## src/rtl/fcsg_pkg.sv

```systemverilog
// fcsg_pkg: field widths, microcode word layout, sequencer addresses and the
// microcode program of the filled circle span generator
// no dependencies
`default_nettype none

package fcsg_pkg;

  localparam int COORD_W   = 13;
  localparam int DIAM_W    = 6;
  localparam int SPAN_W    = 14;
  localparam int CLIP_W    = 12;
  localparam int CFG_IDX_W = 2;
  localparam int STEP_W    = 6;
  localparam int DEC_W     = 10;
  localparam int PC_W      = 3;

  localparam logic [DIAM_W-1:0] MAX_DIAMETER = 6'd61;

  localparam logic [CFG_IDX_W-1:0] REG_CLIP_LEFT   = 2'd0;
  localparam logic [CFG_IDX_W-1:0] REG_CLIP_TOP    = 2'd1;
  localparam logic [CFG_IDX_W-1:0] REG_CLIP_RIGHT  = 2'd2;
  localparam logic [CFG_IDX_W-1:0] REG_CLIP_BOTTOM = 2'd3;

  localparam logic [CLIP_W-1:0] CLIP_LEFT_RST   = 12'd0;
  localparam logic [CLIP_W-1:0] CLIP_TOP_RST    = 12'd0;
  localparam logic [CLIP_W-1:0] CLIP_RIGHT_RST  = 12'd1023;
  localparam logic [CLIP_W-1:0] CLIP_BOTTOM_RST = 12'd767;

  // program addresses
  localparam logic [PC_W-1:0] PC_IDLE = 3'd0;
  localparam logic [PC_W-1:0] PC_A0   = 3'd1;
  localparam logic [PC_W-1:0] PC_A1   = 3'd2;
  localparam logic [PC_W-1:0] PC_B0   = 3'd3;
  localparam logic [PC_W-1:0] PC_B1   = 3'd4;
  localparam logic [PC_W-1:0] PC_C0   = 3'd5;
  localparam logic [PC_W-1:0] PC_C1   = 3'd6;
  localparam logic [PC_W-1:0] PC_REJ  = 3'd7;

  // row offset: center row minus/plus x or y
  typedef enum logic [1:0] {ROW_MX, ROW_PX, ROW_MY, ROW_PY} row_t;
  // half width of the span
  typedef enum logic {SPAN_X, SPAN_Y} span_t;
  // how the last flag is formed
  typedef enum logic [1:0] {LAST_NO, LAST_YES, LAST_A, LAST_B} last_t;
  // branch kind
  typedef enum logic [1:0] {BR_NEXT, BR_LOAD, BR_PSIGN, BR_LOOPB} br_t;

  typedef struct packed {
    logic            emit;
    logic            empty;
    row_t            row;
    span_t           span;
    last_t           last;
    br_t             br;
    logic [PC_W-1:0] tgt;
  } ucode_t;

  typedef struct packed {
    logic  load;
    logic  step_a;
    logic  step_b;
    row_t  row;
    span_t span;
    logic  empty;
  } ctrl_t;

  typedef struct packed {
    logic reject;
    logic r_zero;
    logic p_neg;
    logic a_lt;
    logic a_eq;
    logic b_lt;
    logic b_eq;
  } stat_t;

  function automatic ucode_t fcsg_ucode(input logic [PC_W-1:0] pc);
    ucode_t w;
    w = '{emit: 1'b0, empty: 1'b0, row: ROW_MX, span: SPAN_X, last: LAST_NO,
          br: BR_LOAD, tgt: PC_IDLE};
    case (pc)
      PC_IDLE: begin
        w.br = BR_LOAD;
      end
      PC_A0: begin
        w.emit = 1'b1; w.row = ROW_MX; w.span = SPAN_Y;
        w.br = BR_NEXT; w.tgt = PC_A1;
      end
      PC_A1: begin
        w.emit = 1'b1; w.row = ROW_PX; w.span = SPAN_Y; w.last = LAST_A;
        w.br = BR_PSIGN;
      end
      PC_B0: begin
        w.emit = 1'b1; w.row = ROW_MY; w.span = SPAN_X;
        w.br = BR_NEXT; w.tgt = PC_B1;
      end
      PC_B1: begin
        w.emit = 1'b1; w.row = ROW_PY; w.span = SPAN_X; w.last = LAST_B;
        w.br = BR_LOOPB;
      end
      PC_C0: begin
        w.emit = 1'b1; w.row = ROW_MY; w.span = SPAN_X;
        w.br = BR_NEXT; w.tgt = PC_C1;
      end
      PC_C1: begin
        w.emit = 1'b1; w.row = ROW_PY; w.span = SPAN_X; w.last = LAST_YES;
        w.br = BR_NEXT; w.tgt = PC_IDLE;
      end
      PC_REJ: begin
        w.emit = 1'b1; w.empty = 1'b1; w.last = LAST_YES;
        w.br = BR_NEXT; w.tgt = PC_IDLE;
      end
      default: begin
        w.br = BR_LOAD;
      end
    endcase
    return w;
  endfunction

endpackage

`default_nettype wire

```

## src/rtl/fcsg_channels.sv

```systemverilog
// fcsg_cmd_if and fcsg_span_if: valid/ready channels for circle commands
// and span results; depends on fcsg_pkg
`default_nettype none

interface fcsg_cmd_if;
  import fcsg_pkg::*;
  logic                      valid;
  logic                      ready;
  logic signed [COORD_W-1:0] center_x;
  logic signed [COORD_W-1:0] center_y;
  logic        [DIAM_W-1:0]  diameter;

  modport source (output valid, center_x, center_y, diameter, input ready);
  modport sink   (input valid, center_x, center_y, diameter, output ready);
endinterface

interface fcsg_span_if;
  import fcsg_pkg::*;
  logic                     valid;
  logic                     ready;
  logic signed [SPAN_W-1:0] span_row;
  logic signed [SPAN_W-1:0] span_left;
  logic signed [SPAN_W-1:0] span_right;
  logic                     empty_res;
  logic                     last;

  modport source (output valid, span_row, span_left, span_right, empty_res, last,
                  input ready);
  modport sink   (input valid, span_row, span_left, span_right, empty_res, last,
                  output ready);
endinterface

`default_nettype wire

```

## src/rtl/fcsg_datapath.sv

```systemverilog
// fcsg_datapath: clip registers, midpoint recurrence registers and span
// arithmetic driven by the sequencer's control word; depends on fcsg_pkg
`default_nettype none

module fcsg_datapath (
  input  wire logic                              clk,
  input  wire logic                              rst,
  input  wire logic                              cfg_we,
  input  wire logic [fcsg_pkg::CFG_IDX_W-1:0]    cfg_index,
  input  wire logic [fcsg_pkg::CLIP_W-1:0]       cfg_data,
  input  wire logic signed [fcsg_pkg::COORD_W-1:0] center_x,
  input  wire logic signed [fcsg_pkg::COORD_W-1:0] center_y,
  input  wire logic [fcsg_pkg::DIAM_W-1:0]       diameter,
  input  wire fcsg_pkg::ctrl_t                   ctrl,
  output fcsg_pkg::stat_t                        stat,
  output logic signed [fcsg_pkg::SPAN_W-1:0]     span_row,
  output logic signed [fcsg_pkg::SPAN_W-1:0]     span_left,
  output logic signed [fcsg_pkg::SPAN_W-1:0]     span_right
);
  import fcsg_pkg::*;

  logic [CLIP_W-1:0] win_left, win_top, win_right, win_bottom;

  logic        [STEP_W-1:0]  step_x, step_y;
  logic signed [DEC_W-1:0]   decision;
  logic signed [COORD_W-1:0] held_center_x, held_center_y;

  logic        [DIAM_W-1:0]  d_sat;
  logic        [STEP_W-1:0]  radius;
  logic signed [SPAN_W-1:0]  cx14, cy14, r14;
  logic signed [DEC_W-1:0]   inc_a, inc_b;
  logic signed [STEP_W:0]    dxy;
  logic        [STEP_W-1:0]  x_inc, y_dec;
  logic signed [SPAN_W-1:0]  hcx14, hcy14, row_off, half_w;
  logic        [STEP_W-1:0]  row_v, span_v;

  // command decode
  always_comb begin
    d_sat  = (diameter > MAX_DIAMETER) ? MAX_DIAMETER : diameter;
    radius = STEP_W'(d_sat >> 1);
    cx14   = SPAN_W'(center_x);
    cy14   = SPAN_W'(center_y);
    r14    = signed'({{(SPAN_W-STEP_W){1'b0}}, radius});
  end

  // bounding box against clip window (signed compares), recurrence
  // increments and loop tests
  always_comb begin
    stat.reject = (cx14 + r14 < signed'({2'b00, win_left}))  ||
                  (cx14 - r14 > signed'({2'b00, win_right})) ||
                  (cy14 + r14 < signed'({2'b00, win_top}))   ||
                  (cy14 - r14 > signed'({2'b00, win_bottom}));
    stat.r_zero = (radius == '0);
    x_inc  = step_x + STEP_W'(1);
    y_dec  = step_y - STEP_W'(1);
    inc_a  = signed'({{(DEC_W-STEP_W-2){1'b0}}, step_x, 2'b00}) + DEC_W'(6);
    dxy    = signed'({1'b0, step_x}) - signed'({1'b0, step_y});
    inc_b  = signed'({{(DEC_W-STEP_W-3){dxy[STEP_W]}}, dxy, 2'b00}) + DEC_W'(10);
    stat.p_neg = decision[DEC_W-1];
    stat.a_lt  = x_inc < step_y;
    stat.a_eq  = x_inc == step_y;
    stat.b_lt  = x_inc < y_dec;
    stat.b_eq  = x_inc == y_dec;
  end

  always_ff @(posedge clk) begin
    if (rst) begin
      win_left   <= CLIP_LEFT_RST;
      win_top    <= CLIP_TOP_RST;
      win_right  <= CLIP_RIGHT_RST;
      win_bottom <= CLIP_BOTTOM_RST;
    end else if (cfg_we) begin
      case (cfg_index)
        REG_CLIP_LEFT:   win_left   <= cfg_data;
        REG_CLIP_TOP:    win_top    <= cfg_data;
        REG_CLIP_RIGHT:  win_right  <= cfg_data;
        REG_CLIP_BOTTOM: win_bottom <= cfg_data;
        default: ;
      endcase
    end
  end

  always_ff @(posedge clk) begin
    if (rst) begin
      held_center_x <= '0;
      held_center_y <= '0;
      step_x        <= '0;
      step_y        <= '0;
      decision      <= '0;
    end else if (ctrl.load) begin
      held_center_x <= center_x;
      held_center_y <= center_y;
      step_x        <= '0;
      step_y        <= radius;
      decision      <= DEC_W'(3) - signed'({{(DEC_W-DIAM_W){1'b0}}, d_sat});
    end else if (ctrl.step_a) begin
      decision <= decision + inc_a;
      step_x   <= x_inc;
    end else if (ctrl.step_b) begin
      decision <= decision + inc_b;
      step_x   <= x_inc;
      step_y   <= y_dec;
    end
  end

  // span payload from held center and current x, y
  always_comb begin
    hcx14   = SPAN_W'(held_center_x);
    hcy14   = SPAN_W'(held_center_y);
    row_v   = (ctrl.row == ROW_MX || ctrl.row == ROW_PX) ? step_x : step_y;
    span_v  = (ctrl.span == SPAN_Y) ? step_y : step_x;
    row_off = signed'({{(SPAN_W-STEP_W){1'b0}}, row_v});
    half_w  = signed'({{(SPAN_W-STEP_W){1'b0}}, span_v});
    if (ctrl.empty) begin
      span_row   = '0;
      span_left  = '0;
      span_right = '0;
    end else begin
      span_row   = (ctrl.row == ROW_MX || ctrl.row == ROW_MY) ? hcy14 - row_off
                                                              : hcy14 + row_off;
      span_left  = hcx14 - half_w;
      span_right = hcx14 + half_w;
    end
  end

endmodule

`default_nettype wire

```

## src/rtl/fcsg_sequencer.sv

```systemverilog
// fcsg_sequencer: step counter over the microcode program, branch logic and
// handshake control; depends on fcsg_pkg
`default_nettype none

module fcsg_sequencer (
  input  wire logic            clk,
  input  wire logic            rst,
  input  wire logic            in_valid,
  output logic                 in_ready,
  output logic                 out_valid,
  input  wire logic            out_ready,
  output logic                 out_last,
  input  wire fcsg_pkg::stat_t stat,
  output fcsg_pkg::ctrl_t      ctrl
);
  import fcsg_pkg::*;

  logic [PC_W-1:0] pc, pc_next;
  ucode_t          word;
  logic            fire;

  always_comb begin
    word      = fcsg_ucode(pc);
    in_ready  = (word.br == BR_LOAD);
    out_valid = word.emit;
    fire      = word.emit ? out_ready : in_valid;
  end

  always_comb begin
    case (word.last)
      LAST_NO:  out_last = 1'b0;
      LAST_YES: out_last = 1'b1;
      LAST_A:   out_last = stat.p_neg && !stat.a_lt && !stat.a_eq;
      LAST_B:   out_last = !stat.b_lt && !stat.b_eq;
      default:  out_last = 1'b0;
    endcase
  end

  always_comb begin
    ctrl.load   = fire && (word.br == BR_LOAD);
    ctrl.step_a = fire && (word.br == BR_PSIGN) && stat.p_neg;
    ctrl.step_b = fire && (word.br == BR_LOOPB);
    ctrl.row    = word.row;
    ctrl.span   = word.span;
    ctrl.empty  = word.empty;
  end

  always_comb begin
    pc_next = pc;
    if (fire) begin
      case (word.br)
        BR_NEXT:  pc_next = word.tgt;
        BR_LOAD:  pc_next = stat.reject ? PC_REJ : (stat.r_zero ? PC_C0 : PC_A0);
        BR_PSIGN: begin
          if (!stat.p_neg) pc_next = PC_B0;
          else if (stat.a_lt) pc_next = PC_A0;
          else if (stat.a_eq) pc_next = PC_C0;
          else pc_next = PC_IDLE;
        end
        BR_LOOPB: begin
          if (stat.b_lt) pc_next = PC_A0;
          else if (stat.b_eq) pc_next = PC_C0;
          else pc_next = PC_IDLE;
        end
        default:  pc_next = PC_IDLE;
      endcase
    end
  end

  always_ff @(posedge clk) begin
    if (rst) begin
      pc <= PC_IDLE;
    end else begin
      pc <= pc_next;
    end
  end

  a_no_overlap: assert property (@(posedge clk) disable iff (rst)
    !(in_ready && out_valid))
    else $error("command and span offered in the same cycle");

  a_last_to_idle: assert property (@(posedge clk) disable iff (rst)
    (out_valid && out_ready && out_last) |=> (pc == PC_IDLE))
    else $error("sequencer not idle after last transfer");

  a_reject_path: assert property (@(posedge clk) disable iff (rst)
    (in_valid && in_ready && stat.reject) |=> (pc == PC_REJ))
    else $error("rejected command did not go to empty result");

endmodule

`default_nettype wire

```

## src/rtl/filled_circle_span_generator_unit.sv

```systemverilog
// filled_circle_span_generator_unit: top level of the filled circle span
// generator; depends on fcsg_pkg, fcsg_channels, fcsg_sequencer, fcsg_datapath
`default_nettype none

// once a command transfers, its first span is offered the next cycle
// one span per cycle while the sink takes them; the next command is taken
// after all N results (N up to 62 at diameter 61, one for a rejected circle)
// the rate is set by the microcode program, which runs one emitting step per span
// synchronous reset: clip window to 0, 0, 1023, 767, walk registers to zero
// and the sequencer to idle
module filled_circle_span_generator_unit (
  input  wire logic                           clk,
  input  wire logic                           rst,
  input  wire logic                           cfg_we,
  input  wire logic [fcsg_pkg::CFG_IDX_W-1:0] cfg_index,
  input  wire logic [fcsg_pkg::CLIP_W-1:0]    cfg_data,
  fcsg_cmd_if.sink                            cmd,
  fcsg_span_if.source                         span
);
  import fcsg_pkg::*;

  ctrl_t ctrl;
  stat_t stat;

  // microcoded control: program step per span, branches on recurrence flags
  fcsg_sequencer u_seq (
    .clk       (clk),
    .rst       (rst),
    .in_valid  (cmd.valid),
    .in_ready  (cmd.ready),
    .out_valid (span.valid),
    .out_ready (span.ready),
    .out_last  (span.last),
    .stat      (stat),
    .ctrl      (ctrl)
  );

  // clip registers, x/y/decision registers and span arithmetic
  fcsg_datapath u_dp (
    .clk        (clk),
    .rst        (rst),
    .cfg_we     (cfg_we),
    .cfg_index  (cfg_index),
    .cfg_data   (cfg_data),
    .center_x   (cmd.center_x),
    .center_y   (cmd.center_y),
    .diameter   (cmd.diameter),
    .ctrl       (ctrl),
    .stat       (stat),
    .span_row   (span.span_row),
    .span_left  (span.span_left),
    .span_right (span.span_right)
  );

  // empty marker comes straight from the control word
  assign span.empty_res = ctrl.empty;

endmodule

`default_nettype wire

```

## src/flat_wrapper.sv

```systemverilog
// flat-port wrapper written by rule: the top's interface ports become plain ports
module filled_circle_span_generator_unit_flat import fcsg_pkg::*;
  (clk, rst, cfg_we, cfg_index, cfg_data, cmd_valid, cmd_center_x, cmd_center_y, cmd_diameter, cmd_ready, span_valid, span_span_row, span_span_left, span_span_right, span_empty_res, span_last, span_ready);
  fcsg_cmd_if cmd_i ();
  fcsg_span_if span_i ();
  input  wire logic clk;
  input  wire logic rst;
  input  wire logic cfg_we;
  input  wire logic [fcsg_pkg::CFG_IDX_W-1:0] cfg_index;
  input  wire logic [fcsg_pkg::CLIP_W-1:0] cfg_data;
  input wire logic [$bits(cmd_i.valid)-1:0] cmd_valid;
  input wire logic [$bits(cmd_i.center_x)-1:0] cmd_center_x;
  input wire logic [$bits(cmd_i.center_y)-1:0] cmd_center_y;
  input wire logic [$bits(cmd_i.diameter)-1:0] cmd_diameter;
  output wire logic [$bits(cmd_i.ready)-1:0] cmd_ready;
  output wire logic [$bits(span_i.valid)-1:0] span_valid;
  output wire logic [$bits(span_i.span_row)-1:0] span_span_row;
  output wire logic [$bits(span_i.span_left)-1:0] span_span_left;
  output wire logic [$bits(span_i.span_right)-1:0] span_span_right;
  output wire logic [$bits(span_i.empty_res)-1:0] span_empty_res;
  output wire logic [$bits(span_i.last)-1:0] span_last;
  input wire logic [$bits(span_i.ready)-1:0] span_ready;
  assign cmd_i.valid = cmd_valid;
  assign cmd_i.center_x = cmd_center_x;
  assign cmd_i.center_y = cmd_center_y;
  assign cmd_i.diameter = cmd_diameter;
  assign cmd_ready = cmd_i.ready;
  assign span_valid = span_i.valid;
  assign span_span_row = span_i.span_row;
  assign span_span_left = span_i.span_left;
  assign span_span_right = span_i.span_right;
  assign span_empty_res = span_i.empty_res;
  assign span_last = span_i.last;
  assign span_i.ready = span_ready;
  filled_circle_span_generator_unit u_core (.clk(clk), .rst(rst), .cfg_we(cfg_we), .cfg_index(cfg_index), .cfg_data(cfg_data), .cmd(cmd_i), .span(span_i));
endmodule
```

## config.mk

```make
export PLATFORM = sky130hd
export DESIGN_NAME = filled_circle_span_generator_unit_flat
export DESIGN_NICKNAME = d
export VERILOG_FILES = /design/src/rtl/fcsg_pkg.sv /design/src/rtl/fcsg_channels.sv /design/src/rtl/fcsg_datapath.sv /design/src/rtl/fcsg_sequencer.sv /design/src/rtl/filled_circle_span_generator_unit.sv /design/src/flat_wrapper.sv
export SDC_FILE = /design/constraint.sdc
export NUM_CORES = 1
export LEC_CHECK = 0
export BUFFER_PORTS_ARGS = -buffer_cell sky130_fd_sc_hd__buf_2
export CAP_MARGIN = 10
export CORE_UTILIZATION = 62
export CTS_BUF_LIST = sky130_fd_sc_hd__clkbuf_2 sky130_fd_sc_hd__clkbuf_4 sky130_fd_sc_hd__clkbuf_8
export DETAILED_ROUTE_END_ITERATION = 6
export PLACE_DENSITY = 0.83
export SKIP_LAST_GASP = 1
export SLEW_MARGIN = 40
export SYNTH_ARGS = -nofsm -noshare
export SYNTH_HDL_FRONTEND = slang
export SYNTH_SLANG_ARGS = --single-unit
```

## constraint.sdc

```tcl
create_clock -name clk -period 6.1 [get_ports clk]
set_input_delay 1.83 -clock clk [delete_from_list [all_inputs] [get_ports clk]]
set_output_delay 1.83 -clock clk [all_outputs]
set_load 0.01 [all_outputs]
```

==> results of run 1 <==
## critical path: cells and delay by family, from the launching register on
kind / cells / cell delay [ps]
AO/OA/AOI/OAI: 7 / 1250
adder cells (fa/ha/maj): 2 / 640
XOR/XNOR: 3 / 590
AND/OR/NAND/NOR: 3 / 490
flip-flops: 1 / 320
multiplexers: 1 / 320
buffers and inverters: 1 / 150
## timing repair
item | in CTS | in global routing
endpoints found under the setup margin | 1 | 3
setup buffers | 0 | 0
resized for setup | 1 | 5
endpoints found under the hold margin | 0 | 0
pin swaps | 1 | 1
gates cloned | 0 | 0
## cell type report
class	count	area (um^2)	share of cell area, %
well taps	188	235	2.27
clock buffers	10	138	1.33
flip-flops and latches	98	1960	18.9
diodes	2	5.00	0.0482
multi-input cells	987	6950	66.9
inverters	116	435	4.20
clock inverters	6	53.8	0.519
repair buffers	112	601	5.79
## cells by family after synthesis
logic type	synth area share (%)
AO/OA/AOI/OAI	20.7
XOR/XNOR	8.96
adder cells (fa/ha/maj)	19.3
buffers and inverters	8.13
flip-flops	20.3
multiplexers	2.76
AND/OR/NAND/NOR	19.8
## power by group
part           total [W]  switching [W]  internal (W)
sequential      0.000854       0.000119      0.000735
clock           0.000436       0.000268      0.000168
combinational    0.00323        0.00181       0.00141
total            0.00452        0.00220       0.00232
## cells in the mapped netlist, types with 14 or more instances
master	instances
xnor2_1	68
nand2b_1	14
ha_1	133
xor2_1	29
o21ai_0	37
o211ai_1	17
buf_2	16
mux2i_1	21
inv_1	114
clkbuf_1	33
dfxtp_1	98
a21o_1	22
nand3_1	27
nor2b_1	16
nand2_1	133
o21bai_1	15
a21oi_1	112
nor2_1	138
nor3_1	25
## metal layers
layer | part of all wire (%) | up-vias
met4 | 3.2 | 0
met5 | 0 | -
met3 | 6.8 | 63
met1 | 44 | 4104
li1 | - | 4480
met2 | 46 | 310
## worst max path at each step
stage	from	cells past startpoint	to
after floorplan	cmd_diameter[2]	16	u_core.u_seq.pc[1]
after global placement	cmd_diameter[3]	19	u_core.u_seq.pc[1]
after detailed placement	cmd_diameter[3]	19	u_core.u_seq.pc[1]
after CTS	u_core.u_seq.pc[1]	17	span_span_row[13]
after global routing	u_core.u_seq.pc[1]	17	span_span_row[13]
final	u_core.u_seq.pc[1]	17	span_span_row[13]
## state kept, by name (all words and copies together) (netlist names)
signal and cells:
u_core.u_dp.held_center_x 13, u_core.u_dp.held_center_y 13, u_core.u_dp.win_bottom 12, u_core.u_dp.win_left 12, u_core.u_dp.win_right 12, u_core.u_dp.win_top 12, u_core.u_dp.decision 9, u_core.u_dp.step_x 6
u_core.u_dp.step_y 6, u_core.u_seq.pc 3
## stage by stage
step                      hold WS (ps)  TNS [ps]  total power, W
final                              465         0         0.00452
after global routing               487     -62.0         0.00494
after CTS                          466         0         0.00447
after detailed placement           451         0         0.00404
after global placement             442         0         0.00395
after floorplan                    436         0         0.00323
==> qor.yml, run 1 <==
routing:
  num_vias: 8957
  antenna_left: 0
  drt_iter0_markers: 674
  drc_errors: 0
  wl_per_cell_um: 16.4
  vias_per_cell: 5.90
  routed_wl_um: 24900
  detail_route.first_pass.iterations: 6
global_route:
  antenna_found_initial: 1
  grt_pass1_vias: 8353
  grt-ovfl-total: 0
  busiest_layer: "met2"
  met1_usage_pct: 40.0
  grt_util_met2_pct: 52.3
  grt_max_degree: 74
  grt_pass1_wl_um: 40300
  grt_use_total_pct: 31.4
  use_met3_pct: 5.86
worst_setup_path:
  ff2ff_path_depth: 14
  crit_slowest_cell: "ha_1"
  setup.worst_path.class: "flip-flop to primary output"
  worstPathMaxFanout: 6
  worstReg2RegStart: "u_core.u_dp.step_x[0]"
  cp_data_required_time_ps: 4270
  arrival_ps: 4130
  r2r_end: "u_core.u_dp.decision[9]"
  ff2ff_setup_slack_ps: 2460
  start_kind: "flip-flop"
  slowest_delay_ps: 330
  crit_path_end_kind: "primary output"
  path_cells: "nand2_1, xor2_4, mux2i_2, ha_2, o21a_1, xnor2_1, o22ai_1, a211oi_1, ha_1, or2_2, a21oi_1, a211oi_1, o31ai_2, o21ai_1, xnor2_1, nor2_1, buf_2"
clocking:
  clockBufferDepth: 2
  cts-hold-fix-buffers: 0
  cts_tree: "done"
  cts-root-buf: "clkbuf_8"
  numCtsBuffers: 9
  htree_levels: 3
  clock_latency_ps: 390
  clock_sinks: 98
  clk_pin_slew_worst_paths_ps: 110
placement:
  preCtsSetupSlack_ps: 36.1
  place_hpwl_um: 19300
  place_area_um2: 10100
  dp.cells: 1500
  gp_congestion: 0.951
  numPortBuffers: 95
yosys:
  avgSynthCellArea_um2: 7.62
  seq_area_frac_synth_pct: 20.3
  yosysWarnings: 0
  yosys_most_used_dff: "dfxtp_1"
  ys_ff_latch: 98
  synth_area_um2: 9660
  synth.net_count: 1461
  synth_top_area_cell: "dfxtp_1"
  postSynth.asyncResetShare_pct: 0
  yosysTopAreaCellShare_pct: 20.3
  synth_cell_type_count: 79
  synthCells: 1267
  synth_edf_count: 0
  synth_area_leaders: "dfxtp_1 (20%), ha_1 (17%), xnor2_1 (6.2%), a21oi_1 (5.8%), nor2_1 (5.4%)"
sta:
  fmax_ghz: 0.168
  worst_clock_skew_ps: 19.4
  report.final.slew_viol_count: 0
  rsz0062_at_grt: "yes"
  hold_viol: 0
  worst_pin_slew_ps: 801
  finalCritPeriodShare_pct: 97.7
  relSlewSlack_pct: 46.6
  worst_slack_ps: 138
  timing.final.crit_period_ps: 5960
  setup_violations: 0
floorplan:
  core-area_um2: 15200
  start_util_pct: 63.5
  die-area_um2: 16100
  die_w_um: 127
  die_y_um: 127
  pin_count: 97
  rows: 45
layout:
  syn_to_final_growth_pct: 7.41
  layout_common_cells: "nor2_1 (137), nand2_1 (133), ha_1 (132)"
  fin_util_pct: 68.3
  drive_gt1_share_pct: 12.6
  fillers: 1247
  instances_no_fill: 1519
  num-nets-final: 1518
  final_common_cell: "nor2_1"
  final_cell_area_um2: 10400
job:
  drv_cap: 0
outcome:
  status: "complete, no violations"
min_path:
  hold_path_depth: 2
  min_from: "u_core.u_dp.win_bottom[10]"
  min_path_type: "flip-flop to flip-flop"
  hold_path_end: "u_core.u_dp.win_bottom[10]"
pwr:
  power.density_nw_per_um2: 435
  p_leak_nw: 4.77
  ir_worst_vdd_v: 0.000370
No activity file was read; power rests on OpenSTA's default activity.
==> inputs of run 2 (changes only) <==
- CORE_UTILIZATION: 62 -> 36
- PLACE_DENSITY: 0.83 -> 0.55
- clock period: 6.1 -> 4.8 ns (I/O delays scaled with it)
==> run 2 against run 1 <==
Compared with the run above: non-clock buffer count grew 84; sequential cell count is the same; critical endpoint is now span_span_row[11]; the flow now finishes with violations (design-rule violations, negative setup slack); sequential share of layout area down 2.2 points; setup slack worse by 540 ps; clock skew up 14 ps; critical path type unchanged; utilization shrank 23 points.
==> qor.yml, run 2 (synthesis gave the netlist of run 1 again) <==
outcome:
  status: "complete, but fails checks"
  violations: "design-rule violations, negative setup slack"
sta:
  worst_slack_ps: -401  # -539 ps
  setup_violations: 17  # +17
  worst_clock_skew_ps: 33.9  # +14.5 ps
  fmax_ghz: 0.192
  worst_pin_slew_ps: 736  # -65.0 ps
  relSlewSlack_pct: 50.9  # +4.3 points
  rsz0062_at_grt: "yes"
  report.final.slew_viol_count: 0  # unchanged
  hold_viol: 0  # unchanged
  finalCritPeriodShare_pct: 108
  setup_tns_ps: -3380  # -3380 ps
  timing.final.crit_period_ps: 5200
min_path:
  min_path_type: "flip-flop to flip-flop"
  min_from: "u_core.u_dp.win_bottom[11]"
worst_setup_path:
  cp_data_required_time_ps: 3360  # -910 ps
  worstReg2RegStart: "u_core.u_dp.step_x[0]"
  worstPathMaxFanout: 3  # -3
  setup.worst_path.class: "flip-flop to primary output"
  arrival_ps: 3760  # -370 ps
  start_kind: "flip-flop"
  crit_path_end_kind: "primary output"
  crit_start: "u_core.u_seq.pc[0]"
routing:
  drc_errors: 7  # +7
  num_vias: 9039  # +0.92%
  drt_iter0_markers: 471  # -30%
  routed_wl_um: 28500  # +14%
  antenna_left: 0  # unchanged
  wl_per_cell_um: 16.3  # -0.58%
  detail_route.first_pass.iterations: 7  # +1
  vias_per_cell: 5.17  # -12%
layout:
  n_antenna_cell: 0  # -2
  final_common_cell: "nor2_1"
  num-nets-final: 1602  # +5.5%
  syn_to_final_growth_pct: 21.8
  drive_gt1_share_pct: 23.2  # +11 points
  layout_common_cells: "nor2_1 (134), nand2_1 (131), ha_1 (126)"
  reg_top3: "u_core.u_dp.held_center_x: 13 flops, u_core.u_dp.held_center_y: 13 flops"
clocking:
  clock_latency_ps: 420  # +30 ps
  cts_tree: "done"
  cts-root-buf: "clkbuf_8"
  htree_levels: 3  # unchanged
  clockBufferDepth: 2  # unchanged
  numCtsBuffers: 9  # unchanged
  cts-hold-fix-buffers: 0  # unchanged
  clk_pin_slew_worst_paths_ps: 110  # about the same
  clock_sinks: 98  # unchanged
floorplan:
  die_w_um: 166  # +31%
  core-area_um2: 26200  # +72%
  pin_count: 97  # unchanged
  start_util_pct: 36.9  # -27 points
  rows: 59  # +31%
  die_y_um: 166  # +31%
  die-area_um2: 27500  # +71%
placement:
  place_hpwl_um: 22200  # +15%
  numPortBuffers: 95  # unchanged
  preCtsSetupSlack_ps: -528  # -564 ps
  gp_congestion: 0.893  # -6.0%
global_route:
  grt-ovfl-total: 0  # unchanged
  grt_max_degree: 66  # -11%
  grt_pass1_wl_um: 45600  # +13%
  grt_use_total_pct: 20.7  # -11 points
  grt_pass1_vias: 8582  # +2.7%
  antenna_found_initial: 0  # -1
job:
  drv_cap: 0  # unchanged
pwr:
  p_leak_nw: 5.29  # +11%
  total_power_w: 0.00650  # +44%
  ir_worst_vdd_v: 0.000230  # -38%
  power.density_nw_per_um2: 552  # +27%
run 2: area by class of cell:
cell class              instances  area [um^2]
clock inverters                 7         80.1
inverters                     116          438
fillers                      2655        14400
clock buffers                   9          124
repair buffers                196         1260
multi-input cells             987         7470
flip-flops and latches         98         1970
well taps                     335          419
run 2: worst paths after layout:
path / cells after the start / endpoint / slack [ps]
setup / recovery: 17 / span_span_row[11] / -400
setup reg to reg: 17 / u_core.u_dp.decision[9] / 1060
hold / removal: 2 / u_core.u_dp.win_bottom[11] / 460
hold reg to reg: 2 / u_core.u_dp.win_bottom[11] / 460
run 2: metrics by stage:
step           util [%]  hold slack, ps  cells  area [um^2]
4_1_cts            43.6             464   1744        11400
3_3_place_gp       41.9             445   1719        11000
6_report           44.9             462   1748        11800
3_5_place_dp       41.9             448   1719        11000
2_1_floorplan         -             436   1267         9770
5_1_grt            44.9             486   1748        11800
run 2: routing by layer:
| layer | global-route usage (%) | wire length, um | vias to the layer above |
|---|---|---|---|
| li1 | - | - | 4644 |
| met1 | 28.9 | 14100 | 4185 |
| met2 | 33.5 | 12900 | 176 |
| met3 | 2.55 | 977 | 34 |
| met4 | 5.53 | 564 | 0 |
| met5 | 0 | 0 | - |
run 2: critical path, cell delays in order, from the launching register on:
cell and delay (ps):
dfxtp_4 380, nand2_4 70, xor2_4 220, mux2i_2 310, ha_2 250, o21a_1 150, xnor2_1 130, o22ai_1 110
a211oi_1 250, ha_1 290, or2_4 240, a21oi_4 160, a211oi_4 60, o31ai_2 230, buf_4 150, xor2_1 150
nor2_1 50, buf_2 150
run 2: timing repair:
| action | 4_1_cts | 5_1_grt |
|---|---|---|
| resized for setup | 47 | 56 |
| pin swaps | 40 | 47 |
| buffers inserted | 11 | 5 |
| setup endpoints to repair | 27 | 30 |
run 2: report_power, final:
part | leakage (nW) | internal (W) | switching (W)
registers | 0.802 | 0.000938 | 0.000139
clock network | 0.0998 | 0.000209 | 0.000372
logic | 4.39 | 0.00223 | 0.00261
